<file path="src/rtl/etmb_pkg.sv">
// Shared types, constants and arithmetic helpers for the Euler TRS matrix builder.
package etmb_pkg;

    localparam int ANG_W      = 21;
    localparam int XY_W       = 33;
    localparam int CORD_STEPS = 16;
    localparam int CORD_LAT   = CORD_STEPS + 1;
    localparam int ROT_LAT    = 2;
    localparam int Q_W        = 20;
    localparam int SCL_W      = 16;
    localparam int ENT_W      = 32;
    localparam int NUM_W      = 30;
    localparam int DEN_W      = 17;
    localparam int NUM_AXES   = 3;

    localparam logic signed [ANG_W-1:0] TWO_PI_Q16  = 21'sd411775;
    localparam logic signed [ANG_W-1:0] PI_Q16      = 21'sd205887;
    localparam logic signed [ANG_W-1:0] HALF_PI_Q16 = 21'sd102944;
    localparam logic signed [XY_W-1:0]  CORDIC_GAIN = 33'sd652032874;

    localparam logic [1:0] COL_LAST = 2'd3;

    localparam logic signed [ENT_W-1:0] ENT_MAX = 32'sh7fff_ffff;
    localparam logic signed [ENT_W-1:0] ENT_MIN = 32'sh8000_0000;

    typedef enum logic [1:0] {
        NK_DIV,
        NK_ZERO,
        NK_POS_MAX,
        NK_NEG_MAX
    } nkind_t;

    typedef struct packed {
        nkind_t kind;
        logic   neg;
    } div_ctl_t;

    typedef struct packed {
        logic signed [ANG_W-1:0] angle;
        logic                    neg;
    } fold_t;

    typedef struct packed {
        logic signed [SCL_W-1:0] sx;
        logic signed [SCL_W-1:0] sy;
        logic signed [SCL_W-1:0] sz;
        logic signed [ENT_W-1:0] mx;
        logic signed [ENT_W-1:0] my;
        logic signed [ENT_W-1:0] mz;
    } side_t;

    typedef struct packed {
        logic signed [Q_W-1:0] r00;
        logic signed [Q_W-1:0] r01;
        logic signed [Q_W-1:0] r02;
        logic signed [Q_W-1:0] r10;
        logic signed [Q_W-1:0] r11;
        logic signed [Q_W-1:0] r12;
        logic signed [Q_W-1:0] r20;
        logic signed [Q_W-1:0] r21;
        logic signed [Q_W-1:0] r22;
    } rot_t;

    typedef struct packed {
        logic [1:0]              column;
        logic signed [ENT_W-1:0] model0;
        logic signed [ENT_W-1:0] model1;
        logic signed [ENT_W-1:0] model2;
        logic                    sat;
        logic                    last;
    } col_side_t;

    function automatic logic signed [ANG_W-1:0] atan_q16(input int unsigned i);
        logic signed [ANG_W-1:0] v;
        case (i)
            0:       v = 21'sd51472;
            1:       v = 21'sd30385;
            2:       v = 21'sd16055;
            3:       v = 21'sd8150;
            4:       v = 21'sd4091;
            5:       v = 21'sd2047;
            6:       v = 21'sd1024;
            7:       v = 21'sd512;
            8:       v = 21'sd256;
            9:       v = 21'sd128;
            10:      v = 21'sd64;
            11:      v = 21'sd32;
            12:      v = 21'sd16;
            13:      v = 21'sd8;
            14:      v = 21'sd4;
            15:      v = 21'sd2;
            default: v = '0;
        endcase
        return v;
    endfunction

    // widen Q3.12 to Q16 and fold into [-pi/2, pi/2]
    function automatic fold_t fold_angle(input logic signed [15:0] ang);
        fold_t f;
        logic signed [ANG_W-1:0] a;
        a = {ang[15], ang, 4'b0000};
        if (a > PI_Q16) begin
            a = a - TWO_PI_Q16;
        end
        if (a < -PI_Q16) begin
            a = a + TWO_PI_Q16;
        end
        f.neg = 1'b0;
        if (a > HALF_PI_Q16) begin
            a = a - PI_Q16;
            f.neg = 1'b1;
        end else if (a < -HALF_PI_Q16) begin
            a = a + PI_Q16;
            f.neg = 1'b1;
        end
        f.angle = a;
        return f;
    endfunction

    function automatic logic signed [Q_W-1:0] mulq(input logic signed [Q_W-1:0] a,
                                                  input logic signed [Q_W-1:0] b);
        logic signed [2*Q_W-1:0] p;
        p = (2*Q_W)'(a) * (2*Q_W)'(b) + (2*Q_W)'(32768);
        return p[16+Q_W-1:16];
    endfunction

    function automatic logic signed [ENT_W-1:0] clip_ent(input logic signed [39:0] v);
        logic signed [ENT_W-1:0] r;
        if (v > 40'(ENT_MAX)) begin
            r = ENT_MAX;
        end else if (v < 40'(ENT_MIN)) begin
            r = ENT_MIN;
        end else begin
            r = v[ENT_W-1:0];
        end
        return r;
    endfunction

endpackage

</file>
<file path="src/rtl/etmb_div_lane.sv">
// Pipelined restoring divider lane, one quotient bit per stage.
module etmb_div_lane (
    input  logic                          clk,
    input  logic                          en,
    input  logic [etmb_pkg::NUM_W-1:0]    in_num,
    input  logic [etmb_pkg::DEN_W-1:0]    in_den,
    input  etmb_pkg::div_ctl_t            in_ctl,
    output logic [etmb_pkg::NUM_W-1:0]    out_quot,
    output etmb_pkg::div_ctl_t            out_ctl
);
    import etmb_pkg::*;

    logic [DEN_W-1:0] rem_reg [NUM_W];
    logic [NUM_W-1:0] nq_reg  [NUM_W];
    logic [DEN_W-1:0] den_reg [NUM_W];
    div_ctl_t         ctl_reg [NUM_W];

    for (genvar i = 0; i < NUM_W; i++) begin : g_stage
        logic [DEN_W-1:0] rp, dp, rem_next;
        logic [NUM_W-1:0] nqp;
        div_ctl_t         cp;
        logic [DEN_W:0]   trial;

        if (i == 0) begin : g_first
            assign rp  = '0;
            assign nqp = in_num;
            assign dp  = in_den;
            assign cp  = in_ctl;
        end else begin : g_rest
            assign rp  = rem_reg[i-1];
            assign nqp = nq_reg[i-1];
            assign dp  = den_reg[i-1];
            assign cp  = ctl_reg[i-1];
        end

        assign trial = {rp, nqp[NUM_W-1]};

        always_comb begin
            if (trial >= {1'b0, dp}) begin
                rem_next = DEN_W'(trial - {1'b0, dp});
            end else begin
                rem_next = trial[DEN_W-1:0];
            end
        end

        always_ff @(posedge clk) begin
            if (en) begin
                rem_reg[i] <= rem_next;
                nq_reg[i]  <= {nqp[NUM_W-2:0], (trial >= {1'b0, dp})};
                den_reg[i] <= dp;
                ctl_reg[i] <= cp;
            end
        end
    end

    assign out_quot = nq_reg[NUM_W-1];
    assign out_ctl  = ctl_reg[NUM_W-1];

endmodule

</file>
<file path="config.mk">
export PLATFORM = sky130hd
export DESIGN_NAME = etmb_div_lane
export DESIGN_NICKNAME = d
export VERILOG_FILES = /design/src/rtl/etmb_pkg.sv /design/src/rtl/etmb_div_lane.sv
export SDC_FILE = /design/constraint.sdc
export NUM_CORES = 2
export LEC_CHECK = 0
export BUFFER_PORTS_ARGS = -buffer_cell sky130_fd_sc_hd__buf_2
export CORE_ASPECT_RATIO = 0.6
export CORE_MARGIN = 5
export CORE_UTILIZATION = 55
export DETAILED_ROUTE_END_ITERATION = 8
export HOLD_SLACK_MARGIN = 0.06
export MAX_ROUTING_LAYER = met4
export PLACE_DENSITY = 0.74
export SLEW_MARGIN = 20
export SYNTH_ARGS = -nofsm -noshare
export SYNTH_HDL_FRONTEND = slang
export SYNTH_SLANG_ARGS = --single-unit
</file>
<file path="constraint.sdc">
create_clock -name clk -period 3.23 [get_ports clk]
set_input_delay 0.4845 -clock clk [delete_from_list [all_inputs] [get_ports clk]]
set_output_delay 0.4845 -clock clk [all_outputs]
set_load 0.1 [all_outputs]
</file>
After elaboration in Yosys (flattened, before gate mapping)
Memory sizes are Yosys's and may differ from the RTL's.
Index checks and enable logic that the tools add are counted.
W data, S select, Z words.
{"block": "word_totals", "ff_bits": 0, "ramBits": 2010, "in_bits": 52, "out_inout_bits": 33, "elab_cells": 96, "mem_count": 4}
{"memory": "nq_reg", "depth": 30, "word_bits": 30, "rd": 30, "rd_ports_with_merged_regs": 0, "wr": 30, "line_no": "etmb_div_lane.sv:14", "source": "logic [NUM_W-1:0] nq_reg [NUM_W];"}
{"memory": "den_reg", "depth": 30, "word_bits": 17, "rd": 29, "rd_ports_with_merged_regs": 0, "wr": 30, "line_no": "etmb_div_lane.sv:15", "source": "logic [DEN_W-1:0] den_reg [NUM_W];"}
{"memory": "rem_reg", "depth": 30, "word_bits": 17, "rd": 29, "rd_ports_with_merged_regs": 0, "wr": 30, "line_no": "etmb_div_lane.sv:13", "source": "logic [DEN_W-1:0] rem_reg [NUM_W];"}
{"memory": "ctl_reg", "depth": 30, "word_bits": 3, "rd": 30, "rd_ports_with_merged_regs": 0, "wr": 30, "line_no": "etmb_div_lane.sv:16", "source": "div_ctl_t ctl_reg [NUM_W];"}
{"block": "op_classes", "add_sub_neg": 30, "magnitude_cmp": 30, "muxes": 32}
{"op": "$ge A18 B17 Y1", "count": 29}
{"op": "$mux W17", "count": 30}
{"op": "$sub A17 B17 Y17", "count": 29}
{"op": "$ge A1 B17 Y1", "count": 1}
{"op": "$sub A1 B17 Y17", "count": 1}
{"op": "$mux W1", "count": 2}

Longest topological paths before layout
An unclocked memory read counts as a cell.
{"block": "depth", "ltp_word": 3, "mapped_depth": 15, "depth_no_buf": 13}

Least setup slack after synthesis
No wires, ideal clock.
{"block": "synth_timing", "path_kind": "register to register", "start": "memory nq_reg[4][29]", "end": "memory rem_reg[5][15] (data pin)", "setup_time_ns": 0.256, "arrival_time_ns": 2.973, "required_time_ns": 2.974, "slack_ns": 0.001, "path_stages_with_launch": 14, "n_path_buf": 2, "period_less_slack_ns": 3.229, "cell_sequence": "edfxtp_1 inv_1 ha_1 inv_1 fa_1 a21o_1 a311o_1 a31oi_1 a211oi_1 a211o_1 a211o_1 buf_2 clkbuf_1 a31o_2"}
{"item": "start, declared", "line_no": "etmb_div_lane.sv:14"}
{"item": "end, declared", "line_no": "etmb_div_lane.sv:13"}

==> key figures <==
Critical path
  – Crit path arrival time: 3.91 ns
  – Worst reg2reg startpoint: nq_reg[27][29]
  – Max FO, Critical Path: 7
  – Startpoint kind of the worst setup timing path: flip-flop
  – Launching instance or port of the critical path: nq_reg[27][29]
  – Critical path required time: 3.80 ns
  – Kind of end point of the critical path: flip-flop
  – Worst setup path class: flip-flop to flip-flop

Timing
  – Final slew viol count: 0
  – Worst Tran Pin Value: between 0.9 and 1 ns
  – Accumulated negative setup slack: -1.44 ns
  – Hold Vio Cnt, Final: 0
  – Peak Freq: 299 MHz
  – Final min period: between 3 and 4 ns
  – Final worst setup slack: -0.118 ns
  – RSZ-0062 raised after global routing: true
  – Final setup violation count: 20
  – Worst Clk Skew: ~0.056 ns
  – Tightest slew margin relative to the limit: 38.1%
  – Share of the clock period used by the worst path: 104%
  – Hold WS: about 0.16 ns

Detailed routing
  – Average detailed-routed wire length per instance: 18.8 µm
  – ANT nets after route: 0
  – Drt via density: roughly 5.6
  – 1st-iter DRT viols: a little under 5,000
  – WL final: roughly 170,000 µm
  – Total DRC errors in the routed layout: 0
  – Number of iterations in the first detailed-routing pass: 6
  – Via total after detailed routing: approximately 52,000

Clocking
  – Clock latency at the later pin of the worst-skew pair: a little over 0.8 ns
  – Cts bufs inserted: ~190
  – CTS HTree Levels: 4
  – CTS tree: built
  – Clock tree sinks: slightly below 2,000
  – Clock transition time at the flip-flop clock pins of the worst setup and hold paths: roughly 0.07 ns
  – Root buffer cell: clkbuf_16
  – Buffer levels on the longest clock path: 4

Status
  – Violated checks: setup timing
  – Outcome: complete, but fails checks

Power
  – Sequential fraction of design power: 39.1%
  – Switching share of power: ~34%
  – Worst IR drop on VDD: roughly 520 µV
  – Leakage power total: between 30 and 40 nW
  – Comb pwr share: 38.7%
  – Power per cell area: 966 mW/mm²
  – Internal: between 0.06 and 0.07 W
  – Post-layout total power: between 0.09 and 0.1 W
  – Switching Power: ~0.033 W
  – Clock network fraction of design power: roughly 22%

Floorplanning
  – Placeable Area: ~0.16 mm²
  – Top-level port count: between 80 and 90
  – Width of the die: approximately 530 µm
  – Number of core rows: between 100 and 150
  – Overall die area: roughly 0.17 mm²
  – Effective utilization at floorplan: approximately 55%
  – Die extent in y: approximately 320 µm

Logic synthesis
  – Mean instance size in the synthesized netlist: between 10 and 15 µm²
  – Post-synth cell types: 75
  – Top flip-flop cell by instance count after synthesis: edfxtp_1
  – Asr flop ratio synth: 0%
  – Area of the mapped netlist: roughly 0.089 mm²
  – Number of synthesized register bits: a little under 2,000
  – Synthesized Nets: just over 7,000
  – Cell types occupying the most area after synthesis: edfxtp_1 67%, ha_1 7.0%, inv_1 2.7%
  – Biggest area consumer among synthesized cells: edfxtp_1
  – Instance count of the mapped netlist: around 6,500
  – Number of warnings printed during yosys synthesis: 0
  – Share of synthesized area occupied by flip-flops and latches: between 60 and 70%
  – EDFF count, synth: approximately 2,000
  – Area share of the leading cell type in the synthesized netlist: between 60 and 70%

GRT
  – Global-route total usage across every layer: 20.8%
  – Via count of the first global-routing pass: 50,300
  – Overflow after GRT: 0
  – Global-route wire length before repair: 276,000 µm
  – Number of antenna violations at the first check in global routing: 7
  – Largest net degree at the start of global routing: approximately 140

Layout
  – Commonest non-fill, non-tap cell in the layout: edfxtp_1
  – Layout Utilization: roughly 63%
  – Syn-to-layout area delta: 13.6%
  – Share of post-route cells with drive strength above 1: around an eighth
  – Largest register FFs: 900
  – Most used cells in the layout excluding fill and tap cells: 1,976 x edfxtp_1, 641 x inv_1, 490 x ha_1
  – # nets final: 7,511

Place
  – Final weighted congestion in routability-driven placement: about 0.9
  – Dpl hpwl: roughly 120,000 µm
  – Port Buffers: 84

Min path
  – Worst min path class: input port to flip-flop
  – Hold path startpoint: en

Job
  – Max-capacitance violation count: 0
power groups by stage:
stage / clock (W) / sequential, W / combinational (W)
floorplan: 0 / 0.0374 / 0.0254
global placement: 0 / 0.0385 / 0.0342
detailed placement: 0 / 0.0385 / 0.0353
CTS: 0.0221 / 0.0380 / 0.0359
global route: 0.0234 / 0.0385 / 0.0414
finish: 0.0215 / 0.0381 / 0.0376
final cells by class:
type / count / area (µm²)
fillers: 11900 / 60000
flip-flops and latches: 1976 / 59300
multi-input cells: 3725 / 26900
clock buffers: 225 / 4860
repair buffers: 392 / 3380
well taps: 2146 / 2690
inverters: 656 / 2470
clock inverters: 104 / 1030
diodes: 2 / 5.00
cell usage after synthesis (62+ instances only):
cell type  number
inv_1         647
a21o_1        173
xor2_1        118
edfxtp_1     1976
mux2_2        118
nand2_1       479
o21bai_1       67
clkbuf_1       92
nand3_1        78
ha_1          495
a21oi_1       402
a31oi_1        68
o21ai_0       357
nor2_1        328
nor3_1         72
nand4_1        62
xnor2_1       220
layer usage:
layer	wire [µm]	GRT usage (%)	part of all wire, %
met5	0	-	0
met4	2740	3.93	1.6
met3	11300	3.39	6.5
met2	73500	29.1	42
met1	86200	32.5	50
kinds of logic after synthesis:
family | synth area share, %
buf+inv | 3.29
fa+ha+maj | 7.62
simple gates | 6.49
compound gates | 10.5
xor+xnor | 3.34
flops | 67.0
mux | 1.77
timing repair:
item,in CTS,in global routing
buffers inserted,7,19
endpoints found under the setup margin,96,294
cloned,1,6
endpoints found under the hold margin,55,0
pin swaps,15,32
resized for setup,20,122
hold buffers,50,0
critical path, stage by stage (launching register included):
cell and delay, ns:
edfxtp_1 0.40, inv_1 0.09, ha_2 0.19, inv_2 0.04, fa_2 0.33, a21o_1 0.17, a311o_1 0.30, a31oi_1 0.19
buf_4 0.17, a211oi_2 0.06, a211o_1 0.26, a211o_4 0.41, clkbuf_16 0.21, mux2_2 0.28
through the flow:
stage               area [µm²]  std cells  setup WS (ns)
floorplan                88600       6464        0.00135
global placement         93400       8812         -0.193
detailed placement       93400       8812         -0.310
CTS                      99900       9199        -0.0353
global route            101000       9226         -0.209
finish                  101000       9226         -0.118
path summary, 6_finish.rpt:
| path | endpoint | slack (ns) | cells past startpoint |
|---|---|---|---|
| setup reg to reg | rem_reg[28][16] | -0.12 | 13 |
| hold reg to reg | nq_reg[16][26] | 0.38 | 0 |
| hold / removal | nq_reg[2][24] | 0.16 | 1 |
| setup / recovery | rem_reg[28][16] | -0.12 | 13 |
Note: power is estimated with default switching activity, not from simulation.
