--- src/rtl/etmb_pkg.sv ---
// Shared types, constants and arithmetic helpers for the Euler TRS matrix builder.
package etmb_pkg;

    localparam int ANG_W      = 21;
    localparam int XY_W       = 33;
    localparam int CORD_STEPS = 16;
    localparam int CORD_LAT   = CORD_STEPS + 1;
    localparam int ROT_LAT    = 2;
    localparam int Q_W        = 20;
    localparam int SCL_W      = 16;
    localparam int ENT_W      = 32;
    localparam int NUM_W      = 30;
    localparam int DEN_W      = 17;
    localparam int NUM_AXES   = 3;

    localparam logic signed [ANG_W-1:0] TWO_PI_Q16  = 21'sd411775;
    localparam logic signed [ANG_W-1:0] PI_Q16      = 21'sd205887;
    localparam logic signed [ANG_W-1:0] HALF_PI_Q16 = 21'sd102944;
    localparam logic signed [XY_W-1:0]  CORDIC_GAIN = 33'sd652032874;

    localparam logic [1:0] COL_LAST = 2'd3;

    localparam logic signed [ENT_W-1:0] ENT_MAX = 32'sh7fff_ffff;
    localparam logic signed [ENT_W-1:0] ENT_MIN = 32'sh8000_0000;

    typedef enum logic [1:0] {
        NK_DIV,
        NK_ZERO,
        NK_POS_MAX,
        NK_NEG_MAX
    } nkind_t;

    typedef struct packed {
        nkind_t kind;
        logic   neg;
    } div_ctl_t;

    typedef struct packed {
        logic signed [ANG_W-1:0] angle;
        logic                    neg;
    } fold_t;

    typedef struct packed {
        logic signed [SCL_W-1:0] sx;
        logic signed [SCL_W-1:0] sy;
        logic signed [SCL_W-1:0] sz;
        logic signed [ENT_W-1:0] mx;
        logic signed [ENT_W-1:0] my;
        logic signed [ENT_W-1:0] mz;
    } side_t;

    typedef struct packed {
        logic signed [Q_W-1:0] r00;
        logic signed [Q_W-1:0] r01;
        logic signed [Q_W-1:0] r02;
        logic signed [Q_W-1:0] r10;
        logic signed [Q_W-1:0] r11;
        logic signed [Q_W-1:0] r12;
        logic signed [Q_W-1:0] r20;
        logic signed [Q_W-1:0] r21;
        logic signed [Q_W-1:0] r22;
    } rot_t;

    typedef struct packed {
        logic [1:0]              column;
        logic signed [ENT_W-1:0] model0;
        logic signed [ENT_W-1:0] model1;
        logic signed [ENT_W-1:0] model2;
        logic                    sat;
        logic                    last;
    } col_side_t;

    function automatic logic signed [ANG_W-1:0] atan_q16(input int unsigned i);
        logic signed [ANG_W-1:0] v;
        case (i)
            0:       v = 21'sd51472;
            1:       v = 21'sd30385;
            2:       v = 21'sd16055;
            3:       v = 21'sd8150;
            4:       v = 21'sd4091;
            5:       v = 21'sd2047;
            6:       v = 21'sd1024;
            7:       v = 21'sd512;
            8:       v = 21'sd256;
            9:       v = 21'sd128;
            10:      v = 21'sd64;
            11:      v = 21'sd32;
            12:      v = 21'sd16;
            13:      v = 21'sd8;
            14:      v = 21'sd4;
            15:      v = 21'sd2;
            default: v = '0;
        endcase
        return v;
    endfunction

    // widen Q3.12 to Q16 and fold into [-pi/2, pi/2]
    function automatic fold_t fold_angle(input logic signed [15:0] ang);
        fold_t f;
        logic signed [ANG_W-1:0] a;
        a = {ang[15], ang, 4'b0000};
        if (a > PI_Q16) begin
            a = a - TWO_PI_Q16;
        end
        if (a < -PI_Q16) begin
            a = a + TWO_PI_Q16;
        end
        f.neg = 1'b0;
        if (a > HALF_PI_Q16) begin
            a = a - PI_Q16;
            f.neg = 1'b1;
        end else if (a < -HALF_PI_Q16) begin
            a = a + PI_Q16;
            f.neg = 1'b1;
        end
        f.angle = a;
        return f;
    endfunction

    function automatic logic signed [Q_W-1:0] mulq(input logic signed [Q_W-1:0] a,
                                                  input logic signed [Q_W-1:0] b);
        logic signed [2*Q_W-1:0] p;
        p = (2*Q_W)'(a) * (2*Q_W)'(b) + (2*Q_W)'(32768);
        return p[16+Q_W-1:16];
    endfunction

    function automatic logic signed [ENT_W-1:0] clip_ent(input logic signed [39:0] v);
        logic signed [ENT_W-1:0] r;
        if (v > 40'(ENT_MAX)) begin
            r = ENT_MAX;
        end else if (v < 40'(ENT_MIN)) begin
            r = ENT_MIN;
        end else begin
            r = v[ENT_W-1:0];
        end
        return r;
    endfunction

endpackage

--- src/rtl/etmb_cordic_lane.sv ---
// One sine/cosine lane: pipelined 16-step rotation-mode CORDIC plus output rounding.
module etmb_cordic_lane (
    input  logic                             clk,
    input  logic                             rst_n,
    input  logic                             en,
    input  logic                             in_valid,
    input  logic signed [etmb_pkg::ANG_W-1:0] in_angle,
    input  logic                             in_neg,
    output logic                             out_valid,
    output logic signed [etmb_pkg::Q_W-1:0]   out_sin,
    output logic signed [etmb_pkg::Q_W-1:0]   out_cos
);
    import etmb_pkg::*;

    logic signed [XY_W-1:0]  x_reg [CORD_STEPS];
    logic signed [XY_W-1:0]  y_reg [CORD_STEPS];
    logic signed [ANG_W-1:0] a_reg [CORD_STEPS];
    logic                    n_reg [CORD_STEPS];
    logic                    v_reg [CORD_STEPS];

    logic signed [Q_W-1:0] sin_reg, cos_reg;
    logic                  vo_reg;
    logic signed [XY_W-1:0] xf, yf, xr, yr;

    for (genvar i = 0; i < CORD_STEPS; i++) begin : g_step
        logic signed [XY_W-1:0]  xp, yp, x_next, y_next;
        logic signed [ANG_W-1:0] ap, a_next;
        logic                    np, vp;

        if (i == 0) begin : g_first
            assign xp = CORDIC_GAIN;
            assign yp = '0;
            assign ap = in_angle;
            assign np = in_neg;
            assign vp = in_valid;
        end else begin : g_rest
            assign xp = x_reg[i-1];
            assign yp = y_reg[i-1];
            assign ap = a_reg[i-1];
            assign np = n_reg[i-1];
            assign vp = v_reg[i-1];
        end

        always_comb begin
            if (ap >= 0) begin
                x_next = xp - (yp >>> i);
                y_next = yp + (xp >>> i);
                a_next = ap - atan_q16(i);
            end else begin
                x_next = xp + (yp >>> i);
                y_next = yp - (xp >>> i);
                a_next = ap + atan_q16(i);
            end
        end

        always_ff @(posedge clk) begin
            if (!rst_n) begin
                v_reg[i] <= 1'b0;
            end else if (en) begin
                v_reg[i] <= vp;
            end
        end

        always_ff @(posedge clk) begin
            if (en) begin
                x_reg[i] <= x_next;
                y_reg[i] <= y_next;
                a_reg[i] <= a_next;
                n_reg[i] <= np;
            end
        end
    end

    always_comb begin
        xf = n_reg[CORD_STEPS-1] ? -x_reg[CORD_STEPS-1] : x_reg[CORD_STEPS-1];
        yf = n_reg[CORD_STEPS-1] ? -y_reg[CORD_STEPS-1] : y_reg[CORD_STEPS-1];
        xr = xf + XY_W'(8192);
        yr = yf + XY_W'(8192);
    end

    always_ff @(posedge clk) begin
        if (!rst_n) begin
            vo_reg <= 1'b0;
        end else if (en) begin
            vo_reg <= v_reg[CORD_STEPS-1];
        end
    end

    always_ff @(posedge clk) begin
        if (en) begin
            cos_reg <= Q_W'(xr >>> 14);
            sin_reg <= Q_W'(yr >>> 14);
        end
    end

    assign out_valid = vo_reg;
    assign out_sin   = sin_reg;
    assign out_cos   = cos_reg;

endmodule

--- config.mk ---
export PLATFORM = sky130hd
export DESIGN_NAME = etmb_cordic_lane
export DESIGN_NICKNAME = d
export VERILOG_FILES = /design/src/rtl/etmb_pkg.sv /design/src/rtl/etmb_cordic_lane.sv
export SDC_FILE = /design/constraint.sdc
export NUM_CORES = 2
export LEC_CHECK = 0
export BUFFER_PORTS_ARGS = -buffer_cell sky130_fd_sc_hd__buf_4
export CAP_MARGIN = 20
export CORE_MARGIN = 5
export CORE_UTILIZATION = 45
export DETAILED_ROUTE_END_ITERATION = 12
export GPL_TIMING_DRIVEN = 0
export SLEW_MARGIN = 20
export SYNTH_ARGS = -nofsm -noshare
export SYNTH_HDL_FRONTEND = slang
export SYNTH_SLANG_ARGS = --single-unit
export TNS_END_PERCENT = 10
--- constraint.sdc ---
create_clock -name clk -period 4.7 [get_ports clk]
set_input_delay 0.705 -clock clk [delete_from_list [all_inputs] [get_ports clk]]
set_output_delay 0.705 -clock clk [all_outputs]
set_load 0.05 [all_outputs]
== Word level (Yosys, flattened, before mapping) ==
Memory sizes are Yosys's and may differ from the RTL's. A register that Yosys moved wholly into a read port is not among the register bits.
Index checks and enable logic that the tools add are counted.

* Muxes and demuxes: 70
* Bitwise gates (word level): 16
* $lt $le $gt $ge: 16
* Reduce and logical (&&, ||, !) cells: 1
* Add/subtract/negate cells: 96

{| class="wikitable"
|+ Operators with widths
! kind !! number
|-
| $mux W33 || 33
|-
| $ge A21 B1 Y1 const B || 16
|-
| $mux W21 || 16
|-
| $add A33 B15 Y33 const B || 2
|-
| $add A33 B18 Y33 || 2
|-
| $add A33 B19 Y33 || 2
|-
| $add A33 B20 Y33 || 2
|-
| $add A33 B21 Y33 || 2
|-
| $add A33 B22 Y33 || 2
|-
| $add A33 B23 Y33 || 2
|-
| $add A33 B24 Y33 || 2
|-
| $add A33 B25 Y33 || 2
|-
| $add A33 B26 Y33 || 2
|-
| $add A33 B27 Y33 || 2
|-
| $add A33 B28 Y33 || 2
|-
| $add A33 B29 Y33 || 2
|-
| $add A33 B30 Y33 || 2
|-
| $add A33 B31 Y33 || 2
|-
| $add A33 B32 Y33 || 2
|-
| $neg A33 Y33 || 2
|-
| $sub A33 B18 Y33 || 2
|-
| $sub A33 B19 Y33 || 2
|-
| $sub A33 B20 Y33 || 2
|-
| $sub A33 B21 Y33 || 2
|-
| 44 further kinds || 92
|}

* Memories kept: 5
* Flip-flop bits (word level): 38
* Bits in writable memories: 1424
* Logic and storage cells: 206

{| class="wikitable"
|+ Memory list
! memory !! words !! bits a word !! rd ports !! clocked after Yosys merged registers in !! write ports !! line !! source
|-
| x_reg || 16 || 33 || 16 || 0 || 16 || etmb_cordic_lane.sv:15 || <nowiki>logic signed [XY_W-1:0] x_reg [CORD_STEPS];</nowiki>
|-
| y_reg || 16 || 33 || 16 || 0 || 16 || etmb_cordic_lane.sv:16 || <nowiki>logic signed [XY_W-1:0] y_reg [CORD_STEPS];</nowiki>
|-
| a_reg || 16 || 21 || 15 || 0 || 16 || etmb_cordic_lane.sv:17 || <nowiki>logic signed [ANG_W-1:0] a_reg [CORD_STEPS];</nowiki>
|-
| n_reg || 16 || 1 || 16 || 0 || 16 || etmb_cordic_lane.sv:18 || <nowiki>logic n_reg [CORD_STEPS];</nowiki>
|-
| v_reg || 16 || 1 || 16 || 1 || 16 || etmb_cordic_lane.sv:19 || <nowiki>logic v_reg [CORD_STEPS];</nowiki>
|}

== Logic depth before layout (Yosys ltp) ==
* Depth after elaboration: 4
* Depth in mapped cells: 22
* Depth with buffers taken out: 21

== Worst setup path after synthesis ==
Ideal clock, no wire load.

* Path kind: flip-flop to flip-flop
* Start point: memory y_reg[3][10], in the netlist y_reg[0][109]
* End point: memory x_reg[4][31], in the netlist x_reg[0][163], data pin
* Required time: 4.442 ns
* Setup slack: -0.353 ns
* Buffers on the path: 0
* Arrival: 4.795 ns
* Stages on the path, launching flop included: 20
* Clock period less this slack: 5.053 ns
* Path through: edfxtp_1 or4_1 nor4_1 nand3_1 or4_1 or4_1 o21ai_0 xor2_1 ha_1 and3_1 and4_1 o21a_1 o21a_1 o41a_1 o31ai_1 a21oi_1 o41ai_1 o21bai_1 a21oi_1 xnor2_1

{| class="wikitable"
|+ RTL lines
! what !! line
|-
| start, declared || etmb_cordic_lane.sv:16
|-
| end, declared || etmb_cordic_lane.sv:15
|}

==> results.txt <==
RD Place Congestion: 0.932
Slowest-stage cell, CP: or4_4
Final hold violations: 0
Critical path start-end classification: register to register
Failing checks: setup timing
Post-synthesis sequential area ratio: 0.371
Slew Viols, Final: 0
DR vias: 84400
Pin count of the biggest net entering global routing: 152
Area Growth Syn to Fin: 14.7%
Mapped Cells: 10800
Site row count: 178
Max reg flops: 496
Area of the die: 246000 µm²
Number of different library cells in the post-synthesis netlist: 85
Antenna violations before repair: 2
Area leader, netlist: edfxtp_1
Reg clk slew, reported paths: 0.06 ns
Max Buffers Root-to-Sink: 3
Cell Area, Synth: 106000 µm²
Multi-input gate area: 67800 µm²
Fin util: 0.519
Max-Cap Viols: 0
Placed Area: 111000 µm²
Max incr delay on CP: 0.57 ns
Ys async rst share: 0
Multiplexer share of the synthesized area: 0.00303
Htree depth: 4
CP most frequent cell: or4_4
Die height: 496 µm
Top FF cell, synth: edfxtp_1
Root Driver: clkbuf_16
Seq. cell area: 39500 µm²
WP data required: 5.27 ns
Clk sink count: 1315
Status: complete, but fails checks
Number of port buffers: 66
# nets final: 12500
Arr. time, crit path: 5.63 ns
Yosys reg bits: 1315
Worst reg2reg setup slack: -0.37 ns
Worst hold path startpoint: in_angle[3]
FMAX: 197 MHz
Worst hold path class: primary input to register
Core area: 235000 µm²
Worst slew pin tran: 1.01 ns
# IOs: 67
Vias in the first global route: 81600
Design area: 122000 µm²
Synth Area in Compound Gates: 0.193
Worst-path cell chain: or4_4, nor4_4, nand3_2, or4_4, or4_4, buf_6, o41ai_4, xor2_1, ha_2, o21a_1, o21a_1, o41a_1, o31ai_4, a21oi_2, o41ai_2, o21bai_1, a21oi_1, xnor2_1
WHS Path Cells: 1
Synth Area in XOR/XNOR: 0.135
Simple-gate share of the synthesized area: 0.131
Period utilization: 1.08
1st-pass router iterations: 5
Post-synth EDFFs: 1313
Tmin final: 5.07 ns
Drt wl/cell: 20.0 µm
Synth warn: 0
First-pass GRT wire length: 451000 µm
Hold Path End: a_reg[0][3]$_DFFE_PP_
Final setup viols: 35
Hpwl dp: 226000 µm
Post-synth top area share: 0.371
Synth top area cells: edfxtp_1 37%, ha_1 14%, xnor2_1 8.7%
TritonCTS clock tree: yes
FF-to-FF Start: y_reg[0][110]$_DFFE_PP_
Clk_skew: 0.0426 ns
# DRC: 0
Post-route antenna net violation count: 0
Reg2reg end: x_reg[0][163]$_DFFE_PP_
DRT Wirelength: 292000 µm
Largest family of logic cells by synthesized area: compound AO/OA/AOI/OAI gates
Critical path startpoint category: register
Layout cells sized above 1: 0.108
Vias per inst: 5.80
Fill count: 21100
CP Capture Type: register
Worst r2r path cells: 18
Syn_area_per_cell: 9.85 µm²
Clock buffer count from CTS: 159
Adder-cell share of the synthesized area: 0.145
Total track usage: 0.228
Initial Utilization: 0.452
Rel. slew slack: 0.324
Synth Net Count: 12000
Clk_lat worst skew: 0.83 ns
Unrepaired setup endpoints after global routing: yes
Crit path max fanout: 3
Final worst setup slack: -0.366 ns
Die width: 496 µm
Total grt overflow: 0
1st-iter DRT viols: 5721
WHS: 0.0798 ns
## synth_stat cells (all sizes together) (14+ instances only)
master / count
o2111ai: 31
xnor2: 1057
buf: 14
nand3b: 21
fa: 44
inv: 480
nand2: 621
a221o: 14
o21a: 202
a21oi: 819
nand2b: 200
nor2b: 182
or4: 104
o31ai: 231
a31oi: 89
o311ai: 24
edfxtp: 1313
and4: 30
nor3: 213
a31o: 25
nand4: 56
clkbuf: 139
a21o: 431
and2: 52
a211oi: 89
nor2: 795
or2: 50
nand3: 182
a311oi: 15
and3: 93
o31a: 36
o21bai: 142
o21ai: 642
a211o: 14
o41ai: 113
o211ai: 38
o22ai: 28
nor4: 67
mux2i: 30
ha: 1156
xor2: 579
a221oi: 15
a21boi: 37
or3: 122
## worst max-delay path by stage
stage               slack, ns  cells past startpoint                       to                    start
floorplan               -0.04                     19  x_reg[0][163]$_DFFE_PP_  y_reg[0][110]$_DFFE_PP_
global placement        -9.07                      3       v_reg[2]$_DFFE_PP_                       en
detailed placement      -1.62                     16   y_reg[0][98]$_DFFE_PP_   a_reg[0][41]$_DFFE_PP_
CTS                     -0.44                     17  x_reg[0][163]$_DFFE_PP_  y_reg[0][110]$_DFFE_PP_
global route            -0.59                     18  y_reg[0][130]$_DFFE_PP_   x_reg[0][76]$_DFFE_PP_
finish                  -0.37                     18  x_reg[0][163]$_DFFE_PP_  y_reg[0][110]$_DFFE_PP_
## cells by family after synthesis
group,Yosys count
adders and majority gates,1204
and+or+nand+nor,2825
DFF,1315
xor gates and xnor gates,1636
buffers and inverters,637
muxes,32
AOI/OAI and AO/OA,3152
## repair_timing
action	4_1_cts	5_1_grt
hold buffers	3	0
setup endpoints to repair	371	220
pin swaps	88	124
endpoints found under the hold margin	3	0
gates resized for setup	434	368
setup buffers	115	133
gates cloned	1	1
## critical path, delay by kind of cell (launching register included)
kind	cells	cell delay, ns
adders and majority gates	1	0.31
buffers and inverters	1	0.14
and+or+nand+nor	5	1.86
AOI/OAI and AO/OA	9	1.83
xor gates and xnor gates	2	0.29
DFF	1	0.38
## routing by layer
metal / GRT usage / vias to the layer above / share of wire
met4: 0.0698 / 2 / 0.033
li1: - / 41400 / -
met3: 0.0301 / 457 / 0.048
met2: 0.394 / 1968 / 0.48
met5: 0 / - / 0.000045
met1: 0.298 / 40700 / 0.44
## cell type report
class                           count  share of cell area
Sequential cell                  1315               0.323
Inverter                          484              0.0152
Buffer                            147             0.00571
Timing Repair inverter              2           0.0000820
Clock buffer                      183              0.0337
Clock inverter                    104              0.0113
Tap cell                         3150              0.0323
Timing Repair Buffer              326              0.0225
Antenna cell                        2           0.0000410
Multi-Input combinational cell   8849               0.556
## cell usage in the layout (no fill, tap or decap), types with 44 or more instances in the layout
cell type and instances:
a211oi_1 78, a21o_1 431, a21oi_1 754, a21oi_2 58, a31oi_1 65, and2_1 47
and3_1 90, buf_4 307, clkbuf_1 94, clkbuf_16 161, clkbuf_2 47, edfxtp_1 1313
fa_1 44, ha_1 1129, inv_1 461, nand2_1 612, nand2b_1 196, nand3_1 175
nand4_1 56, nor2_1 781, nor2b_1 180, nor3_1 198, o21a_1 201, o21ai_0 563
o21ai_1 51, o21bai_1 141, o31ai_1 189, o41ai_1 74, or3_1 91, or4_1 59
or4_4 45, xnor2_1 1035, xor2_1 572
## through the flow
step	TNS, ns	cells	worst slack, ns
floorplan	-0.152	10800	-0.0403
global placement	-	14000	-9.07
detailed placement	-172.20	14000	-1.62
CTS	-6.14	14400	-0.437
global route	-18.87	14600	-0.589
finish	-3.75	14600	-0.366
Power is not shown: default switching activity piles up to over one toggle a cycle in this logic, so the estimate is an artifact.
